==> src/rtl/crcp_pkg.sv <==
`timescale 1ns / 1ps
// ----------------------------------------------------------------------------
// crcp_pkg
// Shared types and constants of the CRC codeword packer.
// ----------------------------------------------------------------------------
package crcp_pkg;

	localparam int DATA_W      = 8;
	localparam int ACC_W       = 48;   // bits of one job and of the back accumulator
	localparam int NBITS_W     = 6;    // holds 0..48
	localparam int REM_W       = 16;   // longest remainder
	localparam int POLY_W      = 17;
	localparam int GLEN_W      = 5;
	localparam int BCNT_W      = 24;
	localparam int PAD_W       = 4;    // pad count 1..8
	localparam int MAX_GEN_LEN = 17;
	localparam int HARD_CAP    = 17;
	localparam int GEN_CAP     = (MAX_GEN_LEN < HARD_CAP) ? MAX_GEN_LEN : HARD_CAP;

	localparam logic              RST_MODE = 1'b1;
	localparam logic [POLY_W-1:0] RST_POLY = 17'd13;
	localparam logic [GLEN_W-1:0] RST_GLEN = 5'd4;
	localparam logic [BCNT_W-1:0] RST_BCNT = 24'd1;

	typedef enum logic [1:0] {
		CFG_MODE = 2'd0,
		CFG_POLY = 2'd1,
		CFG_GLEN = 2'd2,
		CFG_BCNT = 2'd3
	} cfg_idx_t;

	typedef struct packed {
		logic              mode;   // 1 = 8-bit datawords
		logic [POLY_W-1:0] poly;
		logic [GLEN_W-1:0] glen;
		logic [BCNT_W-1:0] bcnt;
	} cfg_t;

	// One classified input byte: bits to append, right aligned.
	typedef struct packed {
		logic               hdr;    // first byte of a stream
		logic [PAD_W-1:0]   pad;
		logic [ACC_W-1:0]   bits;
		logic [NBITS_W-1:0] nbits;
		logic               eos;    // last byte of a stream
	} job_t;

endpackage

==> src/rtl/crcp_ifs.sv <==
`timescale 1ns / 1ps
// ----------------------------------------------------------------------------
// crcp channel interfaces
// Input byte, output word and configuration write channels.
// ----------------------------------------------------------------------------
interface crcp_in_if;
	import crcp_pkg::*;
	logic              valid;
	logic              ready;
	logic [DATA_W-1:0] data_byte;
	modport source (output valid, output data_byte, input ready);
	modport sink   (input valid, input data_byte, output ready);
endinterface

interface crcp_out_if;
	import crcp_pkg::*;
	logic              valid;
	logic              ready;
	logic [DATA_W-1:0] out_byte;
	logic              is_header;
	logic              run_last;
	logic              stream_last;
	modport source (output valid, output out_byte, output is_header, output run_last,
		output stream_last, input ready);
	modport sink   (input valid, input out_byte, input is_header, input run_last,
		input stream_last, output ready);
endinterface

interface crcp_cfg_if;
	import crcp_pkg::*;
	logic              valid;
	logic              ready;
	cfg_idx_t          index;
	logic [BCNT_W-1:0] data;
	modport source (output valid, output index, output data, input ready);
	modport sink   (input valid, input index, input data, output ready);
endinterface

==> src/rtl/crcp_front.sv <==
`timescale 1ns / 1ps
// ----------------------------------------------------------------------------
// crcp_front
// Takes input bytes, computes the remainders and builds one job per byte.
// ----------------------------------------------------------------------------
module crcp_front (
	input  logic            clk,
	input  logic            arst_n,
	crcp_in_if.sink         items,
	input  crcp_pkg::cfg_t  cfg_r,
	input  logic            q_ready,
	output logic            push,
	output crcp_pkg::job_t  push_job
);
	import crcp_pkg::*;

	logic [BCNT_W-1:0] seen_q;
	logic [BCNT_W-1:0] seen_nxt;
	logic [GLEN_W-1:0] g;
	logic [GLEN_W-1:0] rl;
	logic [3:0]        tb;
	logic [REM_W-1:0]  mask;
	logic [REM_W-1:0]  poly;
	logic [REM_W-1:0]  c8, chi, clo;
	logic [ACC_W-1:0]  cw_hi, cw_lo;
	logic [2:0]        len3;
	logic [5:0]        prod;
	logic [PAD_W-1:0]  pad;
	logic              hdr;
	logic              eos;

	// Serial remainder over up to eight dataword bits, MSB first.
	function automatic logic [REM_W-1:0] crc_calc(input logic [7:0] w,
		input logic [3:0] nsteps, input logic [REM_W-1:0] p,
		input logic [REM_W-1:0] m, input logic [3:0] top);
		logic [REM_W-1:0] r;
		logic             t;
		r = '0;
		for (int i = 0; i < 8; i++) begin
			if (4'(i) < nsteps) begin
				t = r[top] ^ w[7-i];
				r = (r << 1) & m;
				if (t) begin
					r = r ^ p;
				end
			end
		end
		return r;
	endfunction

	always_comb begin
		if (cfg_r.glen < 5'd2) begin
			g = 5'd2;
		end else if (cfg_r.glen > 5'(GEN_CAP)) begin
			g = 5'(GEN_CAP);
		end else begin
			g = cfg_r.glen;
		end
		rl   = g - 5'd1;
		tb   = 4'(rl - 5'd1);
		mask = REM_W'((17'd1 << rl) - 17'd1);
		poly = cfg_r.poly[REM_W-1:0] & mask;

		c8  = crc_calc(items.data_byte, 4'd8, poly, mask, tb);
		chi = crc_calc({items.data_byte[7:4], 4'h0}, 4'd4, poly, mask, tb);
		clo = crc_calc({items.data_byte[3:0], 4'h0}, 4'd4, poly, mask, tb);

		cw_hi = (ACC_W'(items.data_byte[7:4]) << rl) | ACC_W'(chi);
		cw_lo = (ACC_W'(items.data_byte[3:0]) << rl) | ACC_W'(clo);

		// Codeword bits per byte modulo 8, then the pad count.
		len3 = cfg_r.mode ? rl[2:0] : {rl[1:0], 1'b0};
		prod = 6'(cfg_r.bcnt[2:0]) * 6'(len3);
		pad  = 4'd8 - {1'b0, prod[2:0]};

		hdr      = (seen_q == '0);
		seen_nxt = seen_q + BCNT_W'(1);
		eos      = (seen_nxt == cfg_r.bcnt);

		push_job.hdr = hdr;
		push_job.pad = pad;
		push_job.eos = eos;
		if (cfg_r.mode) begin
			push_job.bits  = (ACC_W'(items.data_byte) << rl) | ACC_W'(c8);
			push_job.nbits = 6'd8 + 6'(rl) + (hdr ? 6'(pad) : 6'd0);
		end else begin
			push_job.bits  = (cw_hi << (5'd4 + rl)) | cw_lo;
			push_job.nbits = 6'd8 + 6'({rl, 1'b0}) + (hdr ? 6'(pad) : 6'd0);
		end
	end

	assign items.ready = q_ready;
	assign push        = items.valid & q_ready;

	always_ff @(posedge clk or negedge arst_n) begin
		if (!arst_n) begin
			seen_q <= '0;
		end else if (push) begin
			seen_q <= eos ? '0 : seen_nxt;
		end
	end

endmodule

==> src/rtl/crcp_queue.sv <==
`timescale 1ns / 1ps
// ----------------------------------------------------------------------------
// crcp_queue
// Two-entry job queue between the front and the back.
// ----------------------------------------------------------------------------
module crcp_queue (
	input  logic            clk,
	input  logic            arst_n,
	input  logic            push,
	input  crcp_pkg::job_t  push_job,
	output logic            q_ready,
	output logic            head_valid,
	input  logic            pop,
	output crcp_pkg::job_t  head
);
	import crcp_pkg::*;

	job_t       mem_q [2];
	logic       wr_q;
	logic       rd_q;
	logic [1:0] cnt_q;

	assign q_ready    = (cnt_q != 2'd2);
	assign head_valid = (cnt_q != 2'd0);
	assign head       = mem_q[rd_q];

	always_ff @(posedge clk) begin
		if (push) begin
			mem_q[wr_q] <= push_job;
		end
	end

	always_ff @(posedge clk or negedge arst_n) begin
		if (!arst_n) begin
			wr_q  <= 1'b0;
			rd_q  <= 1'b0;
			cnt_q <= 2'd0;
		end else begin
			if (push) begin
				wr_q <= ~wr_q;
			end
			if (pop) begin
				rd_q <= ~rd_q;
			end
			cnt_q <= cnt_q + 2'(push) - 2'(pop);
		end
	end

endmodule

==> src/rtl/crcp_back.sv <==
`timescale 1ns / 1ps
// ----------------------------------------------------------------------------
// crcp_back
// Bit accumulator: loads jobs and sends out header and packed words.
// ----------------------------------------------------------------------------
module crcp_back (
	input  logic            clk,
	input  logic            arst_n,
	input  logic            job_valid,
	input  crcp_pkg::job_t  job,
	output logic            job_ready,
	crcp_out_if.source      codes
);
	import crcp_pkg::*;

	logic               busy_q, hdr_q, eos_q;
	logic [PAD_W-1:0]   pad_q;
	logic [ACC_W-1:0]   acc_q;
	logic [NBITS_W-1:0] held_q;
	logic               ov_q;
	logic [DATA_W-1:0]  byte_q;
	logic               ishdr_q, rlast_q, slast_q;

	logic               have_byte, have_flush, emit_any, emit_fire, emit_last, done, load;
	logic [NBITS_W-1:0] held_a;
	logic               hdr_a;
	logic [DATA_W-1:0]  emit_byte;
	logic [ACC_W-1:0]   drain_sh;

	always_comb begin
		have_byte  = (held_q >= 6'd8);
		have_flush = eos_q && (held_q != '0);
		emit_any   = busy_q && (hdr_q || have_byte || have_flush);
		emit_fire  = emit_any && (!ov_q || codes.ready);
		drain_sh   = acc_q >> (held_q - 6'd8);

		hdr_a     = hdr_q;
		held_a    = held_q;
		emit_byte = {4'h0, pad_q};
		if (hdr_q) begin
			emit_byte = {4'h0, pad_q};
			if (emit_fire) begin
				hdr_a = 1'b0;
			end
		end else if (have_byte) begin
			emit_byte = drain_sh[DATA_W-1:0];
			if (emit_fire) begin
				held_a = held_q - 6'd8;
			end
		end else begin
			emit_byte = acc_q[DATA_W-1:0] << (4'd8 - held_q[3:0]);
			if (emit_fire) begin
				held_a = '0;
			end
		end

		emit_last = !hdr_a && (held_a < 6'd8) && !(eos_q && (held_a != '0));
		done      = busy_q && (!emit_any || (emit_fire && emit_last));
		load      = job_valid && (!busy_q || done);
	end

	assign job_ready = load;

	always_ff @(posedge clk or negedge arst_n) begin
		if (!arst_n) begin
			busy_q <= 1'b0;
			hdr_q  <= 1'b0;
			eos_q  <= 1'b0;
			held_q <= '0;
			ov_q   <= 1'b0;
		end else begin
			if (load) begin
				busy_q <= 1'b1;
				hdr_q  <= job.hdr;
				eos_q  <= job.eos;
				held_q <= job.hdr ? job.nbits : held_a + job.nbits;
			end else begin
				if (done) begin
					busy_q <= 1'b0;
				end
				hdr_q  <= hdr_a;
				held_q <= held_a;
			end
			if (emit_fire) begin
				ov_q <= 1'b1;
			end else if (codes.ready) begin
				ov_q <= 1'b0;
			end
		end
	end

	always_ff @(posedge clk) begin
		if (load) begin
			pad_q <= job.pad;
			acc_q <= job.hdr ? job.bits : ((acc_q << job.nbits) | job.bits);
		end
		if (emit_fire) begin
			byte_q  <= emit_byte;
			ishdr_q <= hdr_q;
			rlast_q <= emit_last;
			slast_q <= emit_last && eos_q;
		end
	end

	assign codes.valid       = ov_q;
	assign codes.out_byte    = byte_q;
	assign codes.is_header   = ishdr_q;
	assign codes.run_last    = rlast_q;
	assign codes.stream_last = slast_q;

endmodule

==> src/rtl/crc_codeword_packer.sv <==
`timescale 1ns / 1ps
// ----------------------------------------------------------------------------
// crc_codeword_packer
// CRC encoder with a programmable generator, packing codewords into bytes.
// ----------------------------------------------------------------------------
// Usage:
//   items : one file byte per word, split MSB first into 4- or 8-bit datawords.
//   codes : packed output bytes; the first word of each stream is the pad
//           count header (is_header), run_last marks the final word caused
//           by an input byte, stream_last the final word of the stream.
//           Every input byte causes at least one output word.
//   cfg   : register writes (mode, generator, generator length, byte count),
//           always ready; write only while the block is idle.
// Path: the job is queued at the accepting edge and loaded at the next when
//   idle; the first word then goes through the output register to codes.
// Throughput: while codes is ready, the back end sends one word per cycle and
//   loads the next job in the cycle of the last word of the current one.
// Reset: stream counter cleared, so the next byte opens a stream with a
//   header; registers take their default values.
// Stall: while codes is not ready the output register holds its word; the
//   two-entry queue fills and then items.ready drops.
// ----------------------------------------------------------------------------
module crc_codeword_packer (
	input  logic        clk,
	input  logic        arst_n,
	crcp_in_if.sink     items,
	crcp_out_if.source  codes,
	crcp_cfg_if.sink    cfg
);
	import crcp_pkg::*;

	cfg_t cfg_q;
	logic push, q_ready, head_valid, pop;
	job_t push_job, head;

	// Configuration registers: writes are always taken.
	assign cfg.ready = 1'b1;

	always_ff @(posedge clk or negedge arst_n) begin
		if (!arst_n) begin
			cfg_q.mode <= RST_MODE;
			cfg_q.poly <= RST_POLY;
			cfg_q.glen <= RST_GLEN;
			cfg_q.bcnt <= RST_BCNT;
		end else if (cfg.valid) begin
			case (cfg.index)
				CFG_MODE: cfg_q.mode <= cfg.data[0];
				CFG_POLY: cfg_q.poly <= cfg.data[POLY_W-1:0];
				CFG_GLEN: cfg_q.glen <= cfg.data[GLEN_W-1:0];
				CFG_BCNT: cfg_q.bcnt <= cfg.data;
				default: ;
			endcase
		end
	end

	// Front end: remainders, stream position, header decision.
	crcp_front u_front (
		.clk      (clk),
		.arst_n   (arst_n),
		.items    (items),
		.cfg_r    (cfg_q),
		.q_ready  (q_ready),
		.push     (push),
		.push_job (push_job)
	);

	// Decouples the front end from output stalls.
	crcp_queue u_queue (
		.clk        (clk),
		.arst_n     (arst_n),
		.push       (push),
		.push_job   (push_job),
		.q_ready    (q_ready),
		.head_valid (head_valid),
		.pop        (pop),
		.head       (head)
	);

	// Back end: bit accumulator and output register.
	crcp_back u_back (
		.clk       (clk),
		.arst_n    (arst_n),
		.job_valid (head_valid),
		.job       (head),
		.job_ready (pop),
		.codes     (codes)
	);

`ifndef NO_ASSERTIONS
	// A header word always has more words after it for the same byte.
	a_hdr_not_last: assert property (@(posedge clk) disable iff (!arst_n)
		codes.valid && codes.is_header |-> !codes.run_last)
		else $error("header word marked as last of its byte");

	// The end of a stream is also the end of the byte that closed it.
	a_slast_rlast: assert property (@(posedge clk) disable iff (!arst_n)
		codes.valid && codes.stream_last |-> codes.run_last)
		else $error("stream_last without run_last");

	// Pad count lies in 1..8.
	a_pad_range: assert property (@(posedge clk) disable iff (!arst_n)
		codes.valid && codes.is_header |-> (codes.out_byte != 8'd0 && codes.out_byte <= 8'd8))
		else $error("header pad count out of range");

	// The queue is never written while full.
	a_queue_room: assert property (@(posedge clk) disable iff (!arst_n)
		items.valid && items.ready |-> push && q_ready)
		else $error("byte accepted without queue room");
`endif

endmodule
==> src/flat_wrapper.sv <==
// flat-port wrapper written by rule: the top's interface ports become plain ports
module crc_codeword_packer_flat import crcp_pkg::*;
  (clk, arst_n, items_valid, items_data_byte, items_ready, codes_valid, codes_out_byte, codes_is_header, codes_run_last, codes_stream_last, codes_ready, cfg_valid, cfg_index, cfg_data, cfg_ready);
  crcp_in_if items_i ();
  crcp_out_if codes_i ();
  crcp_cfg_if cfg_i ();
  input  logic clk;
  input  logic arst_n;
  input wire logic [$bits(items_i.valid)-1:0] items_valid;
  input wire logic [$bits(items_i.data_byte)-1:0] items_data_byte;
  output wire logic [$bits(items_i.ready)-1:0] items_ready;
  output wire logic [$bits(codes_i.valid)-1:0] codes_valid;
  output wire logic [$bits(codes_i.out_byte)-1:0] codes_out_byte;
  output wire logic [$bits(codes_i.is_header)-1:0] codes_is_header;
  output wire logic [$bits(codes_i.run_last)-1:0] codes_run_last;
  output wire logic [$bits(codes_i.stream_last)-1:0] codes_stream_last;
  input wire logic [$bits(codes_i.ready)-1:0] codes_ready;
  input wire logic [$bits(cfg_i.valid)-1:0] cfg_valid;
  input wire logic [$bits(cfg_i.index)-1:0] cfg_index;
  input wire logic [$bits(cfg_i.data)-1:0] cfg_data;
  output wire logic [$bits(cfg_i.ready)-1:0] cfg_ready;
  assign items_i.valid = items_valid;
  assign items_i.data_byte = items_data_byte;
  assign items_ready = items_i.ready;
  assign codes_valid = codes_i.valid;
  assign codes_out_byte = codes_i.out_byte;
  assign codes_is_header = codes_i.is_header;
  assign codes_run_last = codes_i.run_last;
  assign codes_stream_last = codes_i.stream_last;
  assign codes_i.ready = codes_ready;
  assign cfg_i.valid = cfg_valid;
  assign cfg_i.index = cfg_index;
  assign cfg_i.data = cfg_data;
  assign cfg_ready = cfg_i.ready;
  crc_codeword_packer u_core (.clk(clk), .arst_n(arst_n), .items(items_i), .codes(codes_i), .cfg(cfg_i));
endmodule
==> config.mk <==
export PLATFORM = sky130hd
export DESIGN_NAME = crc_codeword_packer_flat
export DESIGN_NICKNAME = d
export VERILOG_FILES = /design/src/rtl/crcp_pkg.sv /design/src/rtl/crcp_ifs.sv /design/src/rtl/crcp_front.sv /design/src/rtl/crcp_queue.sv /design/src/rtl/crcp_back.sv /design/src/rtl/crc_codeword_packer.sv /design/src/flat_wrapper.sv
export SDC_FILE = /design/constraint.sdc
export NUM_CORES = 1
export LEC_CHECK = 0
export BUFFER_PORTS_ARGS = -buffer_cell sky130_fd_sc_hd__buf_2
export CAP_MARGIN = 20
export CELL_PAD_IN_SITES_DETAIL_PLACEMENT = 1
export CELL_PAD_IN_SITES_GLOBAL_PLACEMENT = 1
export CORE_MARGIN = 2
export CORE_UTILIZATION = 51
export CTS_BUF_LIST = sky130_fd_sc_hd__clkbuf_2
export DETAILED_ROUTE_END_ITERATION = 16
export HOLD_SLACK_MARGIN = 0.06
export PLACE_DENSITY_LB_ADDON = 0.2
export SLEW_MARGIN = 20
export SYNTH_ARGS = -nofsm -noshare
export SYNTH_HDL_FRONTEND = slang
export SYNTH_SLANG_ARGS = --single-unit
==> constraint.sdc <==
create_clock -name clk -period 23.5 [get_ports clk]
set_clock_uncertainty 0.2 [all_clocks]
set_input_delay 3.525 -clock clk [delete_from_list [all_inputs] [get_ports clk]]
set_output_delay 3.525 -clock clk [all_outputs]
set_load 0.005 [all_outputs]
* Word level (Yosys, flattened, before mapping) *
Memories as Yosys holds them, arrays and structs flattened.
Index checks and enable logic that the tools add are counted.

operators by class
  $add $sub $neg = 15
  equal/unequal tests = 5
  order comparisons = 5
  divide/modulo/power cells = 0
  bitwise logic cells = 41
  reduce and logical (&&, ||, !) cells = 31
  $mul = 1
  shifts and indexed selects = 8
  mux-type cells = 57

operators with widths
  operator                                                               number
  16-bit 2-to-1 mux                                                      12
  16-bit AND                                                             11
  16-bit XOR                                                             10
  48-bit by 16-bit bitwise OR with 48-bit output                         3
  48-bit bitwise OR                                                      2
  4-bit by 5-bit << shifter with 48-bit output                           2
  54-bit 2-to-1 mux                                                      1
  48-bit 2-to-1 mux                                                      1
  48-bit by 5-bit << shifter with 48-bit output                          1
  48-bit by 6-bit << shifter with 48-bit output                          1
  8-bit by 5-bit << shifter with 48-bit output                           1
  48-bit by 6-bit right shift with 8-bit output                          1
  1-bit binary-select mux with 4-bit select                              10
  6-bit 2-to-1 mux                                                       6
  24-bit by 1-bit adder with 24-bit output (second input constant)       1
  24-bit equality test                                                   1
  24-bit zero test                                                       1
  24-bit 2-to-1 mux                                                      1
  1-bit 2-to-1 mux                                                       20
  1-bit by 5-bit << shifter with 16-bit output (first input constant)    1
  16-bit by 1-bit subtractor with 16-bit output (second input constant)  1
  6-bit adder                                                            2
  6-bit nonzero test                                                     2
  1-bit XOR                                                              12
  33 further kinds                                                       59

storage, ports and cells
  register bits after elaboration = 147
  memory bits (read-only) = 16
  output and inout bits = 14
  memories = 2
  latch bits = 0
  bits in writable memories = 120
  logic and storage cells = 185

memory list
  name                  depth  width  read ports  clocked after Yosys merged registers in  write ports  line              text
  u_core.u_queue.mem_q  2      60     1           0                                        1            crcp_queue.sv:18  job_t mem_q [2];
  (name not given)      16     1      1           0                                        0            crcp_front.sv:41  t = r[top] ^ w[7-i];

* Logic depth before layout (Yosys ltp) *
Gate-level depths: netlist of the first run.

  depth after elaboration = 39
  depth in mapped cells = 74

* Hierarchy *
From an unflattened synthesis of the first run, not the netlist that was laid out.

unflattened totals
  cells, all modules = 3386
  area, all modules = 28929.0 um^2

modules (own cells, without submodules)
  module               area each (um^2)  cells an instance  instances
  crcp_front           14187.4           2255               1
  crcp_back            8059.0            826                1
  crcp_queue           4830.9            202                1
  crc_codeword_packer  1851.8            103                1

* Worst setup path before layout of the first run *
Ideal clock, no wire load.

  path type = register to register
  start = register u_core.cfg_q[27] (netlist name)
  end = memory u_core.u_queue.mem_q[0][18] (netlist name) (data pin)
  arrival time = 17.106 ns
  period minus slack after synthesis = 17.569 ns
  slack = 5.931 ns
  buffers on the path = 22
  required time = 23.037 ns
  cell stages (with the launch flop) = 71
  cell sequence = dfrtp_1 > buf_6 > or3_1 > maj3_1 > inv_1 > clkbuf_1 > clkbuf_1 > buf_1 > clkbuf_1 > clkbuf_1 > clkbuf_1 > clkbuf_1 > clkbuf_1 > ha_1 > buf_2 > buf_2 > xnor2_1 > inv_1 > [... 35 more ...] > nor4_2 > a2111oi_1 > xor2_1 > o311a_2 > a2111oi_4 > a22oi_2 > buf_6 > xnor2_2 > or3_1 > a2111oi_2 > nor4b_1 > or3_1 > buf_2 > and2_1 > buf_2 > buf_6 > mux2i_1 > a211o_1

RTL lines
  element             line                       text
  start: declaration  crc_codeword_packer.sv:32  cfg_t cfg_q;
  end: declaration    crcp_queue.sv:18

==> results of run 1 <==
final timing paths:
kind                                               end  slack [ns]  depth (start not counted)
min in group asynchronous             u_core.cfg_q[30]        2.18                          1
max in group asynchronous          u_core.u_queue.rd_q       19.62                          2
setup / recovery           u_core.u_queue.mem_q[1][17]        4.44                         51
hold / removal               u_core.u_back.codes.valid        0.33                          2
hold reg to reg              u_core.u_back.codes.valid        0.33                          2
setup reg to reg           u_core.u_queue.mem_q[1][17]        4.44                         51
per-layer routing:
| layer | global-route usage (%) | vias up |
|---|---|---|
| met4 | 37.2 | 2 |
| li1 | - | 12640 |
| met3 | 11.9 | 726 |
| met5 | 0.346 | - |
| met1 | 54.7 | 14807 |
| met2 | 75.2 | 2072 |
Yosys cell counts (24+ instances only):
master	n	area share [%]
nand4_1	42	0.95
ha_1	36	1.6
a21oi_1	226	4.1
o22ai_1	29	0.66
nor3_1	95	1.7
clkbuf_1	202	2.8
mux2i_1	304	11
nor2_1	320	4.4
xor2_1	60	1.9
nand3_1	137	2.5
nand2_1	380	5.2
buf_1	44	0.60
and3_1	65	1.5
a31oi_1	41	0.93
inv_1	48	0.65
mux2_2	89	3.6
a211oi_1	47	1.3
o211ai_1	41	1.1
or3_1	26	0.59
edfxtp_1	183	20
and2_1	29	0.66
xnor2_1	82	2.6
nand2b_1	24	0.54
o31ai_1	33	0.90
o21ai_0	229	4.2
nor4_1	32	0.73
dfrtp_1	78	7.1
worst max-delay path, delay by kind of cell, from the launching register on:
family          cells  cell delay (ns)
compound gates     23             8.34
simple gates       15             5.31
mux                 3             1.16
fa+ha+maj           3             1.15
xor+xnor            3             1.05
buf+inv             4             0.76
flops               1             0.62
metrics by stage:
step	instance area [um2]	utilization, %	instances	worst slack [ns]
after floorplan	27600	-	3403	5.93
after global placement	28300	52.9	3965	5.76
after detailed placement	28300	52.9	3965	4.80
after CTS	28900	54.0	4083	4.67
after global routing	29000	54.0	4084	3.35
final	29000	54.0	4085	4.44
registers in the layout, indices dropped and copies added, names as in the netlist:
| signal | count |
|---|---|
| u_core.u_queue.mem_q | 120 |
| u_core.u_back.acc_q | 48 |
| u_core.cfg_q | 46 |
| u_core.u_front.seen_q | 24 |
| u_core.u_back.codes.out_byte | 8 |
| u_core.u_back.held_q | 6 |
| u_core.u_back.pad_q | 4 |
| u_core.u_queue.cnt_q | 2 |
| u_core.u_back.busy_q | 1 |
| u_core.u_back.codes.is_header | 1 |
| u_core.u_back.codes.run_last | 1 |
| u_core.u_back.codes.stream_last | 1 |
| u_core.u_back.codes.valid | 1 |
| u_core.u_back.eos_q | 1 |
| u_core.u_back.hdr_q | 1 |
| u_core.u_queue.rd_q | 1 |
| u_core.u_queue.wr_q | 1 |
layout make-up:
cell class | instances | area, um2 | area share (%)
diodes | 2 | 5.00 | 0.0173
clock buffers | 98 | 490 | 1.69
clock inverters | 20 | 111 | 0.384
inverters | 60 | 225 | 0.778
multi-input cells | 2799 | 18700 | 64.6
flip-flops and latches | 267 | 7610 | 26.3
well taps | 696 | 871 | 3.01
repair buffers | 143 | 948 | 3.27
cells by family (layout without fill, tap and decap cells):
kind of cell	after synthesis	count (layout)	share of synthesized area [%]
AOI/OAI and AO/OA	942	942	23.0
buffers and inverters	337	321	4.90
other	1	3	0.0136
adders and majority gates	40	40	1.89
and+or+nand+nor	1256	1256	21.7
xor gates and xnor gates	145	145	4.69
muxes	415	415	16.2
DFF	267	267	27.6
==> metrics.cfg, run 1 <==
[status]
outcome = completed

[yosys]
synth_seq_cells = 267
syn_area_per_cell_um2 = 8.10
ys_types = 122
synth_edf_count = 183
yosysSeqAreaShare_pct = 27.6
synthCells = 3403
synthesis.area_um2 = 27600
synthArstFlopShare_pct = 31.5
ys.flop_type = edfxtp_1
syn_nets = 3481
ys_warn_count = 0

[clock_network]
clk_latency_ns = 0.97
postCtsSetupBuffers = 0
postCtsResizedCells = 0
cts_max_level = 3
cts_max_path_buffers = 3
root_buffer = clkbuf_2
cts_sinks = 267
cts_made_buffers = 66
cts_hold_buf = 0
clkTransAtPathRegs_ns = 0.12
cts_tree = built

[critical_path]
worstSetupStartpoint = u_core.cfg_q[27]
start_kind = flip-flop
slowest_delay_ns = 0.91
cp-end-kind = flip-flop
crit_arrival_ns = 19.42
crit_fanout = 36
r2r_start = u_core.cfg_q[27]
crit_type = flip-flop to flip-flop
cp.required_ns = 23.86
crit_slowest_cell = o211ai_2

[worst_hold_path]
hold_class = flip-flop to flip-flop
worstHoldStart = u_core.u_back.busy_q

[route]
dr_wl_met2_mm = 60.4
met3_wirelength_mm = 13.9
wl_mm = 136
vias = 30247
drt_iter0_markers = 4051
top_layer = met5
m1WireLength_mm = 48.9
dr.pass1.iters = 6
drtAntennaViolNets = 0
route.detailed.drc = 0
vias_per_cell = 7.40
wl_per_cell_um = 33.3

[job]
drv_cap = 0

[global_routing]
antenna_found_initial = 4
grt_max_degree = 72
track_usage_pct = 47.4
grt_pass1_wl_mm = 200
grt_overflow = 0
grt_pass1_vias = 30658

[final_layout]
final_common_cell = nand2_1
fillers = 6604
drive_gt1_share_pct = 13.6
nets = 3415
area_growth_pct = 5.14
layout_common_cells = nand2_1 (380), nor2_1 (316), mux2i_1 (300)

[timing]
fin_crit_ns = 19.06
tns_ns = 0
max_freq_mhz = 52.5
tightest_slew_ns = 1.13
finalSetupViolCount = 0
slew_headroom_pct = 24.8
grt_setup_unrepaired = false
timing.final.crit_share_pct = 81.1
hold_slack_ns = 0.333
slew_violations = 0
hold_violations = 0

[floorplan]
num_io_pins = 53
die_area_um2 = 55900
fp.dieW_um = 236
die_h_um = 236
core_um2 = 53600
start_util_pct = 51.4
rows = 85

[place]
gp_congestion = 1.05
place_hpwl_mm = 99.5
place.port_buffers = 51

Power of run 1 is not shown: default switching activity piles up to over one toggle a cycle in this logic, so the estimate is an artifact.
==> run 2: changes to the inputs <==
==> constraint.sdc (replaced) <==
create_clock -name clk -period 19.9 [get_ports clk]
set_clock_uncertainty 0.2 [all_clocks]
set_input_delay 2.985 -clock clk [delete_from_list [all_inputs] [get_ports clk]]
set_output_delay 2.985 -clock clk [all_outputs]
set_load 0.005 [all_outputs]
==> run 2 against run 1 <==
First-iteration DRC count decreased by 8.0%; worst setup slack worse by 3.6 ns; sequential share of layout area increased by 0.058 points.
==> metrics.cfg, run 2 (synthesis results as in run 1) <==
[status]
outcome = completed

[critical_path]
r2r_start = u_core.cfg_q[27]
crit_fanout = 19
cp.required_ns = 20.38
crit_type = flip-flop to flip-flop
start_kind = flip-flop
cp-end-kind = flip-flop
reg2reg_depth = 51
crit_top_cell = nor2_1
worstSetupStartpoint = u_core.cfg_q[27]
crit_arrival_ns = 19.57
r2r_slack_ns = 0.81
crit_slowest_cell = a211oi_1
slowest_delay_ns = 0.75

[clock_network]
cts_hold_buf = 0
root_buffer = clkbuf_2
cts_sinks = 267
cts_tree = built
cts_max_path_buffers = 3
cts_max_level = 2
cts_made_buffers = 60
clkTransAtPathRegs_ns = 0.12
clk_latency_ns = 0.97
postCtsSetupBuffers = 0

[final_layout]
layout_common_cells = nand2_1 (380), nor2_1 (318), mux2i_1 (300)
nets = 3406
reg_top3 = u_core.u_queue.mem_q: 120 flops, u_core.u_back.acc_q: 48 flops, u_core.cfg_q: 46 flops
drive_gt1_share_pct = 13.2
area_growth_pct = 4.91
top_register = u_core.u_queue.mem_q
largest_reg_flops = 120
final_common_cell = nand2_1

[global_routing]
grt_pass1_vias = 30134
antenna_found_initial = 5
track_usage_pct = 47.0
grt_pass1_wl_mm = 198
grt_overflow = 0
grt_max_degree = 79

[floorplan]
num_io_pins = 53
core_um2 = 53600
start_util_pct = 51.4
fp.dieW_um = 236
die_h_um = 236
rows = 85
die_area_um2 = 55900

[route]
vias = 30327
drt_iter0_markers = 3727
dr.pass1.iters = 8
route.detailed.drc = 0
drtAntennaViolNets = 0
wl_mm = 136
vias_per_cell = 7.45
wl_per_cell_um = 33.4

[place]
gp_congestion = 1.07
place.port_buffers = 51
place_hpwl_mm = 98.8

[timing]
slew_headroom_pct = 13.6
tns_ns = 0
grt_setup_unrepaired = false
slew_violations = 0
max_freq_mhz = 52.4
finalSetupViolCount = 0
timing.final.crit_share_pct = 95.9
tightest_slew_ns = 1.28
fin_crit_ns = 19.09
hold_violations = 0

[job]
drv_cap = 0

[worst_hold_path]
min_path_cells = 2
hold_class = flip-flop to flip-flop
worstHoldStart = u_core.u_queue.mem_q[0][12]

[run 2: metal layers]
layer	wire, um	GRT usage, %	vias up	part of all wire, %
li1	-	-	12623	-
met1	49000	56.2	14850	36
met2	59100	73.6	2101	43
met3	14900	11.5	753	11
met4	12800	35.0	0	9.4
met5	0	0	-	0
[run 2: path summary, 6_finish.rpt]
path	to
max in group asynchronous	u_core.u_queue.rd_q
min in group asynchronous	u_core.cfg_q[39]
setup reg to reg	u_core.u_queue.mem_q[0][14]
hold / removal	u_core.u_back.acc_q[5]
setup / recovery	u_core.u_queue.mem_q[0][14]
hold reg to reg	u_core.u_back.acc_q[5]
[run 2: what timing repair did]
| item | in CTS | in global routing |
|---|---|---|
| setup endpoints to repair | 0 | 17 |
| endpoints found under the hold margin | 0 | 0 |
| gates resized for setup | 0 | 2 |
[run 2: area by class of cell]
type	count	area (um2)
Clock buffer	86	430
Inverter	60	226
Timing Repair Buffer	140	926
Tap cell	696	871
Antenna cell	2	5.00
Clock inverter	20	115
Fill cell	6523	24700
Sequential cell	267	7610
Multi-Input combinational cell	2799	18700
[run 2: worst max-delay path: cells and delay by family (launching register included)]
family	cells	cell delay, ns
AO/OA/AOI/OAI	20	6.97
XOR/XNOR	1	0.62
adder cells (fa/ha/maj)	2	0.72
buffers and inverters	2	0.36
flip-flops	1	0.62
multiplexers	5	2.25
AND/OR/NAND/NOR	21	7.05
[run 2: per-stage QoR]
stage	util [%]	setup WS, ns	cells	cell area, um2	hold WS (ns)
detailed placement	52.8	1.10	3962	28300	0.321
floorplan	-	2.33	3403	27600	0.256
CTS	53.8	1.07	4068	28900	0.337
global route	53.9	0.0312	4069	28900	0.371
global placement	52.8	1.93	3962	28300	0.275
finish	53.9	0.812	4070	28900	0.326
Power of run 2 is left out for the same reason.
